--- config.mk ---
export PLATFORM = sky130hd
export DESIGN_NAME = glyph_bitmap_blend_render
export DESIGN_NICKNAME = d
export VERILOG_FILES = /design/src/gbr_pkg.sv /design/src/gbr_front.sv /design/src/gbr_queue.sv /design/src/gbr_back.sv /design/src/glyph_bitmap_blend_render.sv
export SDC_FILE = /design/constraint.sdc
export NUM_CORES = 2
export LEC_CHECK = 0
export BUFFER_PORTS_ARGS = -buffer_cell sky130_fd_sc_hd__buf_2
export CAP_MARGIN = 20
export CORE_MARGIN = 4
export CORE_UTILIZATION = 50
export CTS_BUF_LIST = sky130_fd_sc_hd__clkbuf_16
export DETAILED_ROUTE_END_ITERATION = 10
export MAX_ROUTING_LAYER = met4
export PLACE_DENSITY = 0.76
export REMOVE_ABC_BUFFERS = 1
export SYNTH_ARGS = -nofsm -noshare
export SYNTH_HDL_FRONTEND = slang
export SYNTH_SLANG_ARGS = --single-unit
--- constraint.sdc ---
create_clock -name clk -period 7.7 [get_ports clk]
set_input_delay 1.54 -clock clk [delete_from_list [all_inputs] [get_ports clk]]
set_output_delay 1.54 -clock clk [all_outputs]
set_load 0.03 [all_outputs]
--- src/gbr_pkg.sv ---
`timescale 1ns / 1ps
// ----------------------------------------------------------------------------
// gbr_pkg: shared types and constants for the glyph bitmap blend renderer
// Register indexes, reset values, pixel record between unpacker and blender,
// and the coverage scale and reciprocal tables.
// ----------------------------------------------------------------------------
package gbr_pkg;

	localparam int COORD_BITS_DEF = 16;
	localparam int QUEUE_DEPTH    = 4;

	// Reciprocal scaling: floor(n / m) = (n * recip(m)) >> RECIP_SHIFT for n < 2^16
	localparam int RECIP_SHIFT = 25;
	localparam int RECIP_BITS  = 26;

	// Item kinds
	localparam logic KIND_START = 1'b0;
	localparam logic KIND_DATA  = 1'b1;

	// Configuration register indexes
	typedef enum logic [2:0] {
		REG_BPP  = 3'd0,
		REG_FG_R = 3'd1,
		REG_FG_G = 3'd2,
		REG_FG_B = 3'd3,
		REG_BG_R = 3'd4,
		REG_BG_G = 3'd5,
		REG_BG_B = 3'd6
	} reg_idx_t;

	localparam logic [3:0] BPP_RESET = 4'd1;
	localparam logic [7:0] FG_RESET  = 8'hFF;
	localparam logic [7:0] BG_RESET  = 8'h00;

	// Coverage class of one pixel
	typedef enum logic [1:0] {
		CLS_CLEAR = 2'd0,
		CLS_FULL  = 2'd1,
		CLS_BLEND = 2'd2
	} cls_t;

	// Pixel record handed from the unpacker to the blender
	typedef struct packed {
		logic [15:0] x;
		logic [15:0] y;
		logic [7:0]  p;
		cls_t        cls;
		logic        done;
		logic        last;
	} pix_t;

	// Colour and depth settings for the blender; the unpacker sees only the depth
	typedef struct packed {
		logic [3:0] bpp;
		logic [7:0] fg_r;
		logic [7:0] fg_g;
		logic [7:0] fg_b;
		logic [7:0] bg_r;
		logic [7:0] bg_g;
		logic [7:0] bg_b;
	} cfg_t;

	// Clamp the depth register into 1..8
	function automatic logic [3:0] eff_bpp(input logic [3:0] raw);
		logic [3:0] b;
		b = raw;
		if (raw == 4'd0) begin
			b = 4'd1;
		end else if (raw > 4'd8) begin
			b = 4'd8;
		end
		return b;
	endfunction

	// Full-scale coverage for a clamped depth
	function automatic logic [7:0] pix_max(input logic [3:0] bpp);
		logic [7:0] m;
		unique case (bpp)
			4'd1: m = 8'h01;
			4'd2: m = 8'h03;
			4'd3: m = 8'h07;
			4'd4: m = 8'h0F;
			4'd5: m = 8'h1F;
			4'd6: m = 8'h3F;
			4'd7: m = 8'h7F;
			default: m = 8'hFF;
		endcase
		return m;
	endfunction

	// ceil(2^RECIP_SHIFT / full scale) for a clamped depth
	function automatic logic [RECIP_BITS-1:0] recip(input logic [3:0] bpp);
		logic [RECIP_BITS-1:0] r;
		unique case (bpp)
			4'd1: r = RECIP_BITS'(33554432);
			4'd2: r = RECIP_BITS'(11184811);
			4'd3: r = RECIP_BITS'(4793491);
			4'd4: r = RECIP_BITS'(2236963);
			4'd5: r = RECIP_BITS'(1082402);
			4'd6: r = RECIP_BITS'(532611);
			4'd7: r = RECIP_BITS'(264209);
			default: r = RECIP_BITS'(131587);
		endcase
		return r;
	endfunction

endpackage

--- src/gbr_front.sv ---
`timescale 1ns / 1ps
// ----------------------------------------------------------------------------
// gbr_front: item intake and bitmap unpacker
// Holds the glyph box; unless a pixel is refused, shifts one bit per cycle
// into the pixel being gathered and pushes a classified record per pixel.
// ----------------------------------------------------------------------------
module gbr_front #(
	parameter int COORD_BITS = gbr_pkg::COORD_BITS_DEF
) (
	input  logic               clk,
	input  logic               arst_n,
	input  logic [3:0]         bpp,
	input  logic               in_valid,
	output logic               in_ready,
	input  logic               kind,
	input  logic signed [15:0] glyph_left,
	input  logic signed [15:0] glyph_top,
	input  logic [7:0]         box_width,
	input  logic [7:0]         box_height,
	input  logic [7:0]         data_byte,
	output logic               push_valid,
	output gbr_pkg::pix_t      push_data,
	input  logic               push_ready
);

	logic                  busy_q;
	logic [7:0]            byte_q;
	logic [3:0]            rem_q;
	logic [COORD_BITS-1:0] box_left_q;
	logic [7:0]            box_cols_q;
	logic [7:0]            cur_col_q;
	logic [COORD_BITS-1:0] cur_row_y_q;
	logic [7:0]            rows_left_q;
	logic [7:0]            partial_q;
	logic [3:0]            pcount_q;

	logic [7:0]            part_sh;
	logic [3:0]            cnt_inc;
	logic                  complete;
	logic                  step;
	logic [7:0]            col_inc;
	logic                  row_end;
	logic [7:0]            rows_next;
	logic [3:0]            rem_next;
	logic                  fin;
	logic [7:0]            maxv;
	logic [7:0]            p_val;
	logic [7:0]            rows_eff;
	logic                  accept;
	logic [COORD_BITS-1:0] x_sum;
	logic [COORD_BITS+15:0] x_ext;
	logic [COORD_BITS+15:0] y_ext;
	logic [COORD_BITS+15:0] left_ext;
	logic [COORD_BITS+15:0] top_ext;

	// Shift the next bitmap bit into the pixel being gathered
	always_comb begin
		part_sh   = {partial_q[6:0], byte_q[7]};
		cnt_inc   = pcount_q + 4'd1;
		complete  = busy_q && (cnt_inc >= bpp);
		step      = busy_q && (!complete || push_ready);
		col_inc   = cur_col_q + 8'd1;
		row_end   = complete && (col_inc >= box_cols_q);
		rows_next = row_end ? (rows_left_q - 8'd1) : rows_left_q;
		rem_next  = rem_q - 4'd1;
		fin       = step && ((rem_next == 4'd0) || (rows_next == 8'd0));
		rows_eff  = fin ? rows_next : rows_left_q;
		maxv      = gbr_pkg::pix_max(bpp);
		p_val     = part_sh & maxv;
	end

	assign in_ready = !busy_q || fin;
	assign accept   = in_valid && in_ready;

	// Build the pixel record: coordinates wrap at the coordinate width
	always_comb begin
		x_sum    = box_left_q + {{(COORD_BITS-8){1'b0}}, cur_col_q};
		x_ext    = {16'b0, x_sum};
		y_ext    = {16'b0, cur_row_y_q};
		left_ext = {{COORD_BITS{glyph_left[15]}}, glyph_left};
		top_ext  = {{COORD_BITS{glyph_top[15]}}, glyph_top};
		push_data.x    = x_ext[15:0];
		push_data.y    = y_ext[15:0];
		push_data.p    = p_val;
		push_data.done = row_end && (rows_next == 8'd0);
		push_data.last = (rows_next == 8'd0) || (rem_next < bpp);
		if (p_val == 8'd0) begin
			push_data.cls = gbr_pkg::CLS_CLEAR;
		end else if (p_val == maxv) begin
			push_data.cls = gbr_pkg::CLS_FULL;
		end else begin
			push_data.cls = gbr_pkg::CLS_BLEND;
		end
	end

	assign push_valid = complete;

	// Advance the unpacker, then take a new item over the result
	always_ff @(posedge clk or negedge arst_n) begin
		if (!arst_n) begin
			busy_q      <= 1'b0;
			byte_q      <= '0;
			rem_q       <= '0;
			box_left_q  <= '0;
			box_cols_q  <= '0;
			cur_col_q   <= '0;
			cur_row_y_q <= '0;
			rows_left_q <= '0;
			partial_q   <= '0;
			pcount_q    <= '0;
		end else begin
			if (step) begin
				byte_q <= {byte_q[6:0], 1'b0};
				rem_q  <= rem_next;
				if (complete) begin
					partial_q <= '0;
					pcount_q  <= '0;
					cur_col_q <= row_end ? 8'd0 : col_inc;
					if (row_end) begin
						cur_row_y_q <= cur_row_y_q + COORD_BITS'(1);
						rows_left_q <= rows_next;
					end
				end else begin
					partial_q <= part_sh;
					pcount_q  <= cnt_inc;
				end
				if (fin) begin
					busy_q <= 1'b0;
				end
			end
			if (accept) begin
				if (kind == gbr_pkg::KIND_START) begin
					box_left_q  <= left_ext[COORD_BITS-1:0];
					cur_row_y_q <= top_ext[COORD_BITS-1:0];
					box_cols_q  <= box_width;
					cur_col_q   <= '0;
					rows_left_q <= (box_width == 8'd0) ? 8'd0 : box_height;
					partial_q   <= '0;
					pcount_q    <= '0;
					busy_q      <= 1'b0;
				end else if (rows_eff != 8'd0) begin
					byte_q <= data_byte;
					rem_q  <= 4'd8;
					busy_q <= 1'b1;
				end
			end
		end
	end

	a_count_bound: assert property (@(posedge clk) disable iff (!arst_n)
		pcount_q <= 4'd8)
		else $error("gathered bit count beyond eight");

	a_busy_has_rows: assert property (@(posedge clk) disable iff (!arst_n)
		busy_q |-> (rows_left_q != 8'd0))
		else $error("unpacking with no rows left in the box");

	a_stall_holds: assert property (@(posedge clk) disable iff (!arst_n)
		(push_valid && !push_ready) |=> ($stable(byte_q) && $stable(rem_q) && busy_q))
		else $error("unpacker moved on while its pixel was refused");

endmodule

--- src/gbr_queue.sv ---
`timescale 1ns / 1ps
// ----------------------------------------------------------------------------
// gbr_queue: pixel record queue
// Short first-in first-out buffer that lets the unpacker and the blender
// stall independently.
// ----------------------------------------------------------------------------
module gbr_queue (
	input  logic          clk,
	input  logic          arst_n,
	input  logic          push_valid,
	input  gbr_pkg::pix_t push_data,
	output logic          push_ready,
	output logic          pop_valid,
	output gbr_pkg::pix_t pop_data,
	input  logic          pop_ready
);

	localparam int DEPTH = gbr_pkg::QUEUE_DEPTH;
	localparam int PW    = $clog2(DEPTH);
	localparam int CW    = $clog2(DEPTH + 1);

	gbr_pkg::pix_t mem_q [DEPTH];
	logic [PW-1:0] wr_ptr_q;
	logic [PW-1:0] rd_ptr_q;
	logic [CW-1:0] count_q;
	logic          push;
	logic          pop;

	assign push_ready = (count_q != CW'(DEPTH));
	assign pop_valid  = (count_q != '0);
	assign push       = push_valid && push_ready;
	assign pop        = pop_valid && pop_ready;
	assign pop_data   = mem_q[rd_ptr_q];

	// Store a transfer at the write pointer
	always_ff @(posedge clk) begin
		if (push) begin
			mem_q[wr_ptr_q] <= push_data;
		end
	end

	// Advance pointers and occupancy
	always_ff @(posedge clk or negedge arst_n) begin
		if (!arst_n) begin
			wr_ptr_q <= '0;
			rd_ptr_q <= '0;
			count_q  <= '0;
		end else begin
			if (push) begin
				wr_ptr_q <= (wr_ptr_q == PW'(DEPTH - 1)) ? '0 : wr_ptr_q + PW'(1);
			end
			if (pop) begin
				rd_ptr_q <= (rd_ptr_q == PW'(DEPTH - 1)) ? '0 : rd_ptr_q + PW'(1);
			end
			if (push && !pop) begin
				count_q <= count_q + CW'(1);
			end else if (pop && !push) begin
				count_q <= count_q - CW'(1);
			end
		end
	end

	a_count_bound: assert property (@(posedge clk) disable iff (!arst_n)
		count_q <= CW'(DEPTH))
		else $error("queue occupancy beyond depth");

	a_fill: assert property (@(posedge clk) disable iff (!arst_n)
		(push && !pop) |=> (count_q == $past(count_q) + CW'(1)))
		else $error("occupancy missed a transfer in");

	a_ptr_gap: assert property (@(posedge clk) disable iff (!arst_n)
		((count_q == '0) || (count_q == CW'(DEPTH))) |-> (wr_ptr_q == rd_ptr_q))
		else $error("pointers disagree with occupancy");

endmodule

--- src/gbr_back.sv ---
`timescale 1ns / 1ps
// ----------------------------------------------------------------------------
// gbr_back: colour blender
// Two-stage pipeline: weighted channel sums, then division by the coverage
// scale through a reciprocal multiply, with the result held for transfer.
// ----------------------------------------------------------------------------
module gbr_back (
	input  logic               clk,
	input  logic               arst_n,
	input  gbr_pkg::cfg_t      cfg,
	input  logic               pop_valid,
	input  gbr_pkg::pix_t      pop_data,
	output logic               pop_ready,
	output logic               out_valid,
	input  logic               out_ready,
	output logic signed [15:0] pixel_x,
	output logic signed [15:0] pixel_y,
	output logic [7:0]         red,
	output logic [7:0]         green,
	output logic [7:0]         blue,
	output logic               draw,
	output logic               glyph_done,
	output logic               last
);

	localparam int PB = 16 + gbr_pkg::RECIP_BITS;
	localparam int SH = gbr_pkg::RECIP_SHIFT;

	logic          v_s1;
	gbr_pkg::pix_t pix_s1;
	logic [15:0]   nr_s1;
	logic [15:0]   ng_s1;
	logic [15:0]   nb_s1;

	logic          v_s2;
	logic [15:0]   x_s2;
	logic [15:0]   y_s2;
	logic [7:0]    r_s2;
	logic [7:0]    g_s2;
	logic [7:0]    b_s2;
	logic          draw_s2;
	logic          done_s2;
	logic          last_s2;

	logic          rdy1;
	logic          rdy2;
	logic [7:0]    maxv;
	logic [7:0]    inv;
	logic [16:0]   sr;
	logic [16:0]   sg;
	logic [16:0]   sb;
	logic [gbr_pkg::RECIP_BITS-1:0] rcp;
	logic [PB-1:0] pr;
	logic [PB-1:0] pg;
	logic [PB-1:0] pbl;

	assign rdy2      = !v_s2 || out_ready;
	assign rdy1      = !v_s1 || rdy2;
	assign pop_ready = rdy1;

	// Weighted sums fg*p + bg*(max-p) per channel
	always_comb begin
		maxv = gbr_pkg::pix_max(cfg.bpp);
		inv  = maxv - pop_data.p;
		sr   = 17'({8'b0, cfg.fg_r} * {8'b0, pop_data.p})
			+ 17'({8'b0, cfg.bg_r} * {8'b0, inv});
		sg   = 17'({8'b0, cfg.fg_g} * {8'b0, pop_data.p})
			+ 17'({8'b0, cfg.bg_g} * {8'b0, inv});
		sb   = 17'({8'b0, cfg.fg_b} * {8'b0, pop_data.p})
			+ 17'({8'b0, cfg.bg_b} * {8'b0, inv});
	end

	// Divide by the full scale through its reciprocal
	always_comb begin
		rcp = gbr_pkg::recip(cfg.bpp);
		pr  = {{gbr_pkg::RECIP_BITS{1'b0}}, nr_s1} * {16'b0, rcp};
		pg  = {{gbr_pkg::RECIP_BITS{1'b0}}, ng_s1} * {16'b0, rcp};
		pbl = {{gbr_pkg::RECIP_BITS{1'b0}}, nb_s1} * {16'b0, rcp};
	end

	// Stage one: hold the sums
	always_ff @(posedge clk or negedge arst_n) begin
		if (!arst_n) begin
			v_s1 <= 1'b0;
		end else if (rdy1) begin
			v_s1 <= pop_valid;
		end
	end

	always_ff @(posedge clk) begin
		if (rdy1 && pop_valid) begin
			pix_s1 <= pop_data;
			nr_s1  <= sr[15:0];
			ng_s1  <= sg[15:0];
			nb_s1  <= sb[15:0];
		end
	end

	// Stage two: pick the colour and hold it for transfer
	always_ff @(posedge clk or negedge arst_n) begin
		if (!arst_n) begin
			v_s2 <= 1'b0;
		end else if (rdy2) begin
			v_s2 <= v_s1;
		end
	end

	always_ff @(posedge clk) begin
		if (rdy2 && v_s1) begin
			x_s2    <= pix_s1.x;
			y_s2    <= pix_s1.y;
			done_s2 <= pix_s1.done;
			last_s2 <= pix_s1.last;
			unique case (pix_s1.cls)
				gbr_pkg::CLS_FULL: begin
					r_s2    <= cfg.fg_r;
					g_s2    <= cfg.fg_g;
					b_s2    <= cfg.fg_b;
					draw_s2 <= 1'b1;
				end
				gbr_pkg::CLS_BLEND: begin
					r_s2    <= pr[SH+7:SH];
					g_s2    <= pg[SH+7:SH];
					b_s2    <= pbl[SH+7:SH];
					draw_s2 <= 1'b1;
				end
				default: begin
					r_s2    <= '0;
					g_s2    <= '0;
					b_s2    <= '0;
					draw_s2 <= 1'b0;
				end
			endcase
		end
	end

	assign out_valid  = v_s2;
	assign pixel_x    = $signed(x_s2);
	assign pixel_y    = $signed(y_s2);
	assign red        = r_s2;
	assign green      = g_s2;
	assign blue       = b_s2;
	assign draw       = draw_s2;
	assign glyph_done = done_s2;
	assign last       = last_s2;

endmodule

--- src/glyph_bitmap_blend_render.sv ---
`timescale 1ns / 1ps
// Throughput: the unpacker consumes one bitmap bit per cycle while the queue takes
// its pixels; it accepts a new item (start, data or ignored byte) while idle or as it
// finishes the current byte.
// The blender pipeline, whose last stage is the output register, sits behind a 4-entry queue.
// Reset (arst_n, asynchronous): control state and configuration registers return to
// their reset values at once; queue storage and pipeline data are not reset and need no clearing pass.
// ----------------------------------------------------------------------------
// glyph_bitmap_blend_render: antialiased glyph bitmap blit
// Configuration registers, the unpacker front, the pixel queue and the colour
// blender back.
// ----------------------------------------------------------------------------
module glyph_bitmap_blend_render #(
	parameter int COORD_BITS = gbr_pkg::COORD_BITS_DEF
) (
	input  logic               clk,
	input  logic               arst_n,
	input  logic               cfg_we,
	input  logic [2:0]         cfg_index,
	input  logic [7:0]         cfg_data,
	input  logic               in_valid,
	output logic               in_ready,
	input  logic               kind,
	input  logic signed [15:0] glyph_left,
	input  logic signed [15:0] glyph_top,
	input  logic [7:0]         box_width,
	input  logic [7:0]         box_height,
	input  logic [7:0]         data_byte,
	output logic               out_valid,
	input  logic               out_ready,
	output logic signed [15:0] pixel_x,
	output logic signed [15:0] pixel_y,
	output logic [7:0]         red,
	output logic [7:0]         green,
	output logic [7:0]         blue,
	output logic               draw,
	output logic               glyph_done,
	output logic               last
);

	logic [3:0]    bpp_q;
	logic [7:0]    fg_r_q;
	logic [7:0]    fg_g_q;
	logic [7:0]    fg_b_q;
	logic [7:0]    bg_r_q;
	logic [7:0]    bg_g_q;
	logic [7:0]    bg_b_q;
	gbr_pkg::cfg_t cfg;

	logic          push_valid;
	gbr_pkg::pix_t push_data;
	logic          push_ready;
	logic          pop_valid;
	gbr_pkg::pix_t pop_data;
	logic          pop_ready;

	// Take configuration writes
	always_ff @(posedge clk or negedge arst_n) begin
		if (!arst_n) begin
			bpp_q  <= gbr_pkg::BPP_RESET;
			fg_r_q <= gbr_pkg::FG_RESET;
			fg_g_q <= gbr_pkg::FG_RESET;
			fg_b_q <= gbr_pkg::FG_RESET;
			bg_r_q <= gbr_pkg::BG_RESET;
			bg_g_q <= gbr_pkg::BG_RESET;
			bg_b_q <= gbr_pkg::BG_RESET;
		end else if (cfg_we) begin
			unique case (gbr_pkg::reg_idx_t'(cfg_index))
				gbr_pkg::REG_BPP:  bpp_q  <= cfg_data[3:0];
				gbr_pkg::REG_FG_R: fg_r_q <= cfg_data;
				gbr_pkg::REG_FG_G: fg_g_q <= cfg_data;
				gbr_pkg::REG_FG_B: fg_b_q <= cfg_data;
				gbr_pkg::REG_BG_R: bg_r_q <= cfg_data;
				gbr_pkg::REG_BG_G: bg_g_q <= cfg_data;
				gbr_pkg::REG_BG_B: bg_b_q <= cfg_data;
				default: ;
			endcase
		end
	end

	// Clamp depth and bundle the settings
	always_comb begin
		cfg.bpp  = gbr_pkg::eff_bpp(bpp_q);
		cfg.fg_r = fg_r_q;
		cfg.fg_g = fg_g_q;
		cfg.fg_b = fg_b_q;
		cfg.bg_r = bg_r_q;
		cfg.bg_g = bg_g_q;
		cfg.bg_b = bg_b_q;
	end

	gbr_front #(
		.COORD_BITS(COORD_BITS)
	) u_front (
		.clk        (clk),
		.arst_n     (arst_n),
		.bpp        (cfg.bpp),
		.in_valid   (in_valid),
		.in_ready   (in_ready),
		.kind       (kind),
		.glyph_left (glyph_left),
		.glyph_top  (glyph_top),
		.box_width  (box_width),
		.box_height (box_height),
		.data_byte  (data_byte),
		.push_valid (push_valid),
		.push_data  (push_data),
		.push_ready (push_ready)
	);

	gbr_queue u_queue (
		.clk        (clk),
		.arst_n     (arst_n),
		.push_valid (push_valid),
		.push_data  (push_data),
		.push_ready (push_ready),
		.pop_valid  (pop_valid),
		.pop_data   (pop_data),
		.pop_ready  (pop_ready)
	);

	gbr_back u_back (
		.clk        (clk),
		.arst_n     (arst_n),
		.cfg        (cfg),
		.pop_valid  (pop_valid),
		.pop_data   (pop_data),
		.pop_ready  (pop_ready),
		.out_valid  (out_valid),
		.out_ready  (out_ready),
		.pixel_x    (pixel_x),
		.pixel_y    (pixel_y),
		.red        (red),
		.green      (green),
		.blue       (blue),
		.draw       (draw),
		.glyph_done (glyph_done),
		.last       (last)
	);

endmodule

==> impl_metrics.json <==
{
  "io_buffers": 133,
  "arrival_ns": 7.95,
  "ys_seq_elements": 460,
  "crit_start": "bpp_q[2]",
  "cp-start-kind": "flop",
  "pre_cts_slack_ns": -0.151,
  "crit_path_max_fanout": 29,
  "fp.dieW_um": 352,
  "critPathCapture": "u_back.red[7]",
  "start_util_pct": 50.6,
  "hold_violations": 0,
  "drive_gt1_share_pct": 11.2,
  "drc": 0,
  "syn_area_um2": 59200,
  "yosysUniqueCellTypes": 80,
  "synthCells": 5700,
  "yosys.area.top_type": "fa_1",
  "r2r-start": "bpp_q[2]",
  "synth_edf_count": 319,
  "grt_max_degree": 74,
  "drtAntennaViolNets": 0,
  "synth_area_leaders": "fa_1 31%, edfxtp_1 16%, ha_1 14%, inv_1 8.8%, dfrtp_1 4.9%",
  "dpl.hpwl_um": 122000,
  "num_vias": 40400,
  "critPathCaptureType": "flop",
  "synth_ff_type": "edfxtp_1",
  "grt_pass1_wl_um": 249000,
  "numCtsBuffers": 52,
  "gp_congestion": 0.959,
  "rows": 125,
  "synth_most_common_cell": "inv_1",
  "critPathSlowestCell": "fa_1",
  "cpPeakStageDelay_ns": 0.54,
  "cts_tree": "built",
  "io-pin-count": 134,
  "fin_ws_ns": 0.183,
  "htreeDepth": 2,
  "cts_buffer_depth": 3,
  "hold_buffers": 0,
  "syn2layout_area_growth_pct": 9.28,
  "r2r.worst_path.cells": 26,
  "rsz0062_at_grt": "yes",
  "yosys_warnings": 0,
  "totalWireLength_um": 158000,
  "clock_sinks": 460,
  "rrSetupSlack_ns": 0.18,
  "multi_input_area_um2": 40300,
  "viasPerCell": 5.44,
  "nets": 7502,
  "die_y_um": 352,
  "cts_root_buf": "clkbuf_16",
  "slew_violations": 0,
  "clkTransAtPathRegs_ns": 0.07,
  "fin_hold_ws_ns": 0.419,
  "outcome": "finished, final reports clean",
  "timing.fmax_mhz": 133,
  "syn_avg_cell_area_um2": 10.4,
  "drt-pass1-iter-count": 6,
  "drt_iter0_drc": 3064,
  "grt_pass1_vias": 43900,
  "yosysTopAreaCellShare_pct": 31.5,
  "fin_crit_ns": 7.52,
  "hold_path_class": "reg2reg",
  "worst_pin_slew_ns": 1.10,
  "antenna_found_initial": 20,
  "cp.required_ns": 8.13,
  "slew_headroom_pct": 26.2,
  "overflow": 0,
  "n_fill_cell": 9815,
  "cap_viol_max_count": 0,
  "clock_latency_ns": 0.68,
  "dieArea_um2": 124000,
  "fin_skew_ns": 0.0753,
  "async_flop_share_pct": 30.7,
  "r2r-end": "u_back.red[7]",
  "finalCritPeriodShare_pct": 97.6,
  "synth_common_cells": "1388 x inv_1, 930 x fa_1, 655 x ha_1, 503 x nand2_1, 374 x and2_1",
  "setup_viol_count_final": 0,
  "grt_usage_pct": 26.5,
  "hold_depth": 0,
  "core_area_um2": 117000,
  "routedWlPerCell_um": 21.2,
  "fin_util_pct": 55.3,
  "crit_type": "reg2reg",
  "crit_top_cell": "fa_1",
  "yosysSeqAreaShare_pct": 22.2,
  "ff_latch_area_um2": 13100
}
-- flip-flops by register name (all words and copies together) (netlist names), 16 cells and up --
name and cells:
u_front.cur_row_y_q 16, u_queue.mem_q 176, u_front.box_left_q 16, u_back.pix_s1 36, u_back.nb_s1 16, u_back.nr_s1 16, u_back.pixel_x 16, u_back.pixel_y 16
u_back.ng_s1 16
-- what timing repair did --
item                                    CTS  global route
gates resized for setup                   4            51
pin swaps                                 0            15
endpoints found under the setup margin    4            21
cloned                                    0             7
buffers inserted                          0            36
-- layout by cell type (no fill, tap or decap), types with 25 or more instances in the layout --
| cell type | netlist | layout |
|---|---|---|
| nand3_1 | 37 | 37 |
| edfxtp_1 | 319 | 319 |
| fa_1 | 930 | 929 |
| a21oi_1 | 72 | 65 |
| nor2b_1 | 185 | 181 |
| or2_2 | 27 | 26 |
| dfrtp_1 | 116 | 111 |
| xnor2_1 | 116 | 111 |
| xor2_1 | 43 | 43 |
| nand2_1 | 503 | 499 |
| and2_1 | 374 | 368 |
| mux4_2 | 44 | 44 |
| ha_1 | 655 | 653 |
| inv_1 | 1388 | 1388 |
| a21o_1 | 27 | 27 |
| buf_2 | 12 | 132 |
| o21ai_0 | 55 | 53 |
| dfstp_2 | 25 | 25 |
| buf_4 | 0 | 136 |
| nor3_1 | 30 | 29 |
| and3_1 | 47 | 46 |
| nand2b_1 | 52 | 51 |
| clkbuf_16 | 0 | 60 |
| nor2_1 | 106 | 103 |
| mux2_2 | 97 | 97 |
-- logic make-up after synthesis --
kind of cell             synth area share (%)
buffers and inverters                    10.2
AND/OR/NAND/NOR                          12.5
multiplexers                             3.69
other                                 0.00634
flip-flops                               22.2
AO/OA/AOI/OAI                            3.68
XOR/XNOR                                 2.39
adder cells (fa/ha/maj)                  45.3
-- final cells by class --
cell class | count | area share (%)
Antenna cell | 17 | 0.0658
Clock inverter | 45 | 0.706
Clock buffer | 53 | 2.05
Inverter | 1388 | 8.06
Tap cell | 1524 | 2.95
Multi-Input combinational cell | 3643 | 62.4
Timing Repair Buffer | 299 | 3.48
Sequential cell | 460 | 20.3
-- critical path: cells and delay by family, from the launching register on --
kind	cells	cell delay [ns]
AOI/OAI and AO/OA	4	1.03
DFF	1	0.47
buffers and inverters	9	1.17
adders and majority gates	7	3.34
and+or+nand+nor	6	1.21
-- metrics by stage --
step,cell area (um^2),std cells,TNS (ns)
after floorplan,58400,5491,-57.53
after global placement,62100,7270,-0.0321
after CTS,63900,7368,0
after global routing,64700,7427,-0.145
final,64700,7429,0
after detailed placement,62100,7270,-0.291
-- layer usage --
metal  track usage (%)  part of all wire, %  up-vias
met4              7.67                  3.5        0
met2              41.4                   46     1702
met3              5.64                  9.2      284
met1              35.0                   41    20500
met5                 -                    0        -
li1                  -                    -    17900
-- worst min path at each step --
stage                     slack [ns]               from                  to
after floorplan                 0.40   u_back.pix_s1[1]   u_back.glyph_done
after global placement          0.40  u_back.pix_s1[13]   u_back.pixel_y[1]
after detailed placement        0.41  u_back.pix_s1[36]   u_back.pixel_x[8]
after CTS                       0.42  u_back.pix_s1[35]   u_back.pixel_x[7]
after global routing            0.43   u_back.pix_s1[0]         u_back.last
final                           0.42  u_back.pix_s1[39]  u_back.pixel_x[11]
Power is left out: the tool's default activity adds up to more than one toggle a clock period on the data nets, which glitch-free logic cannot reach.
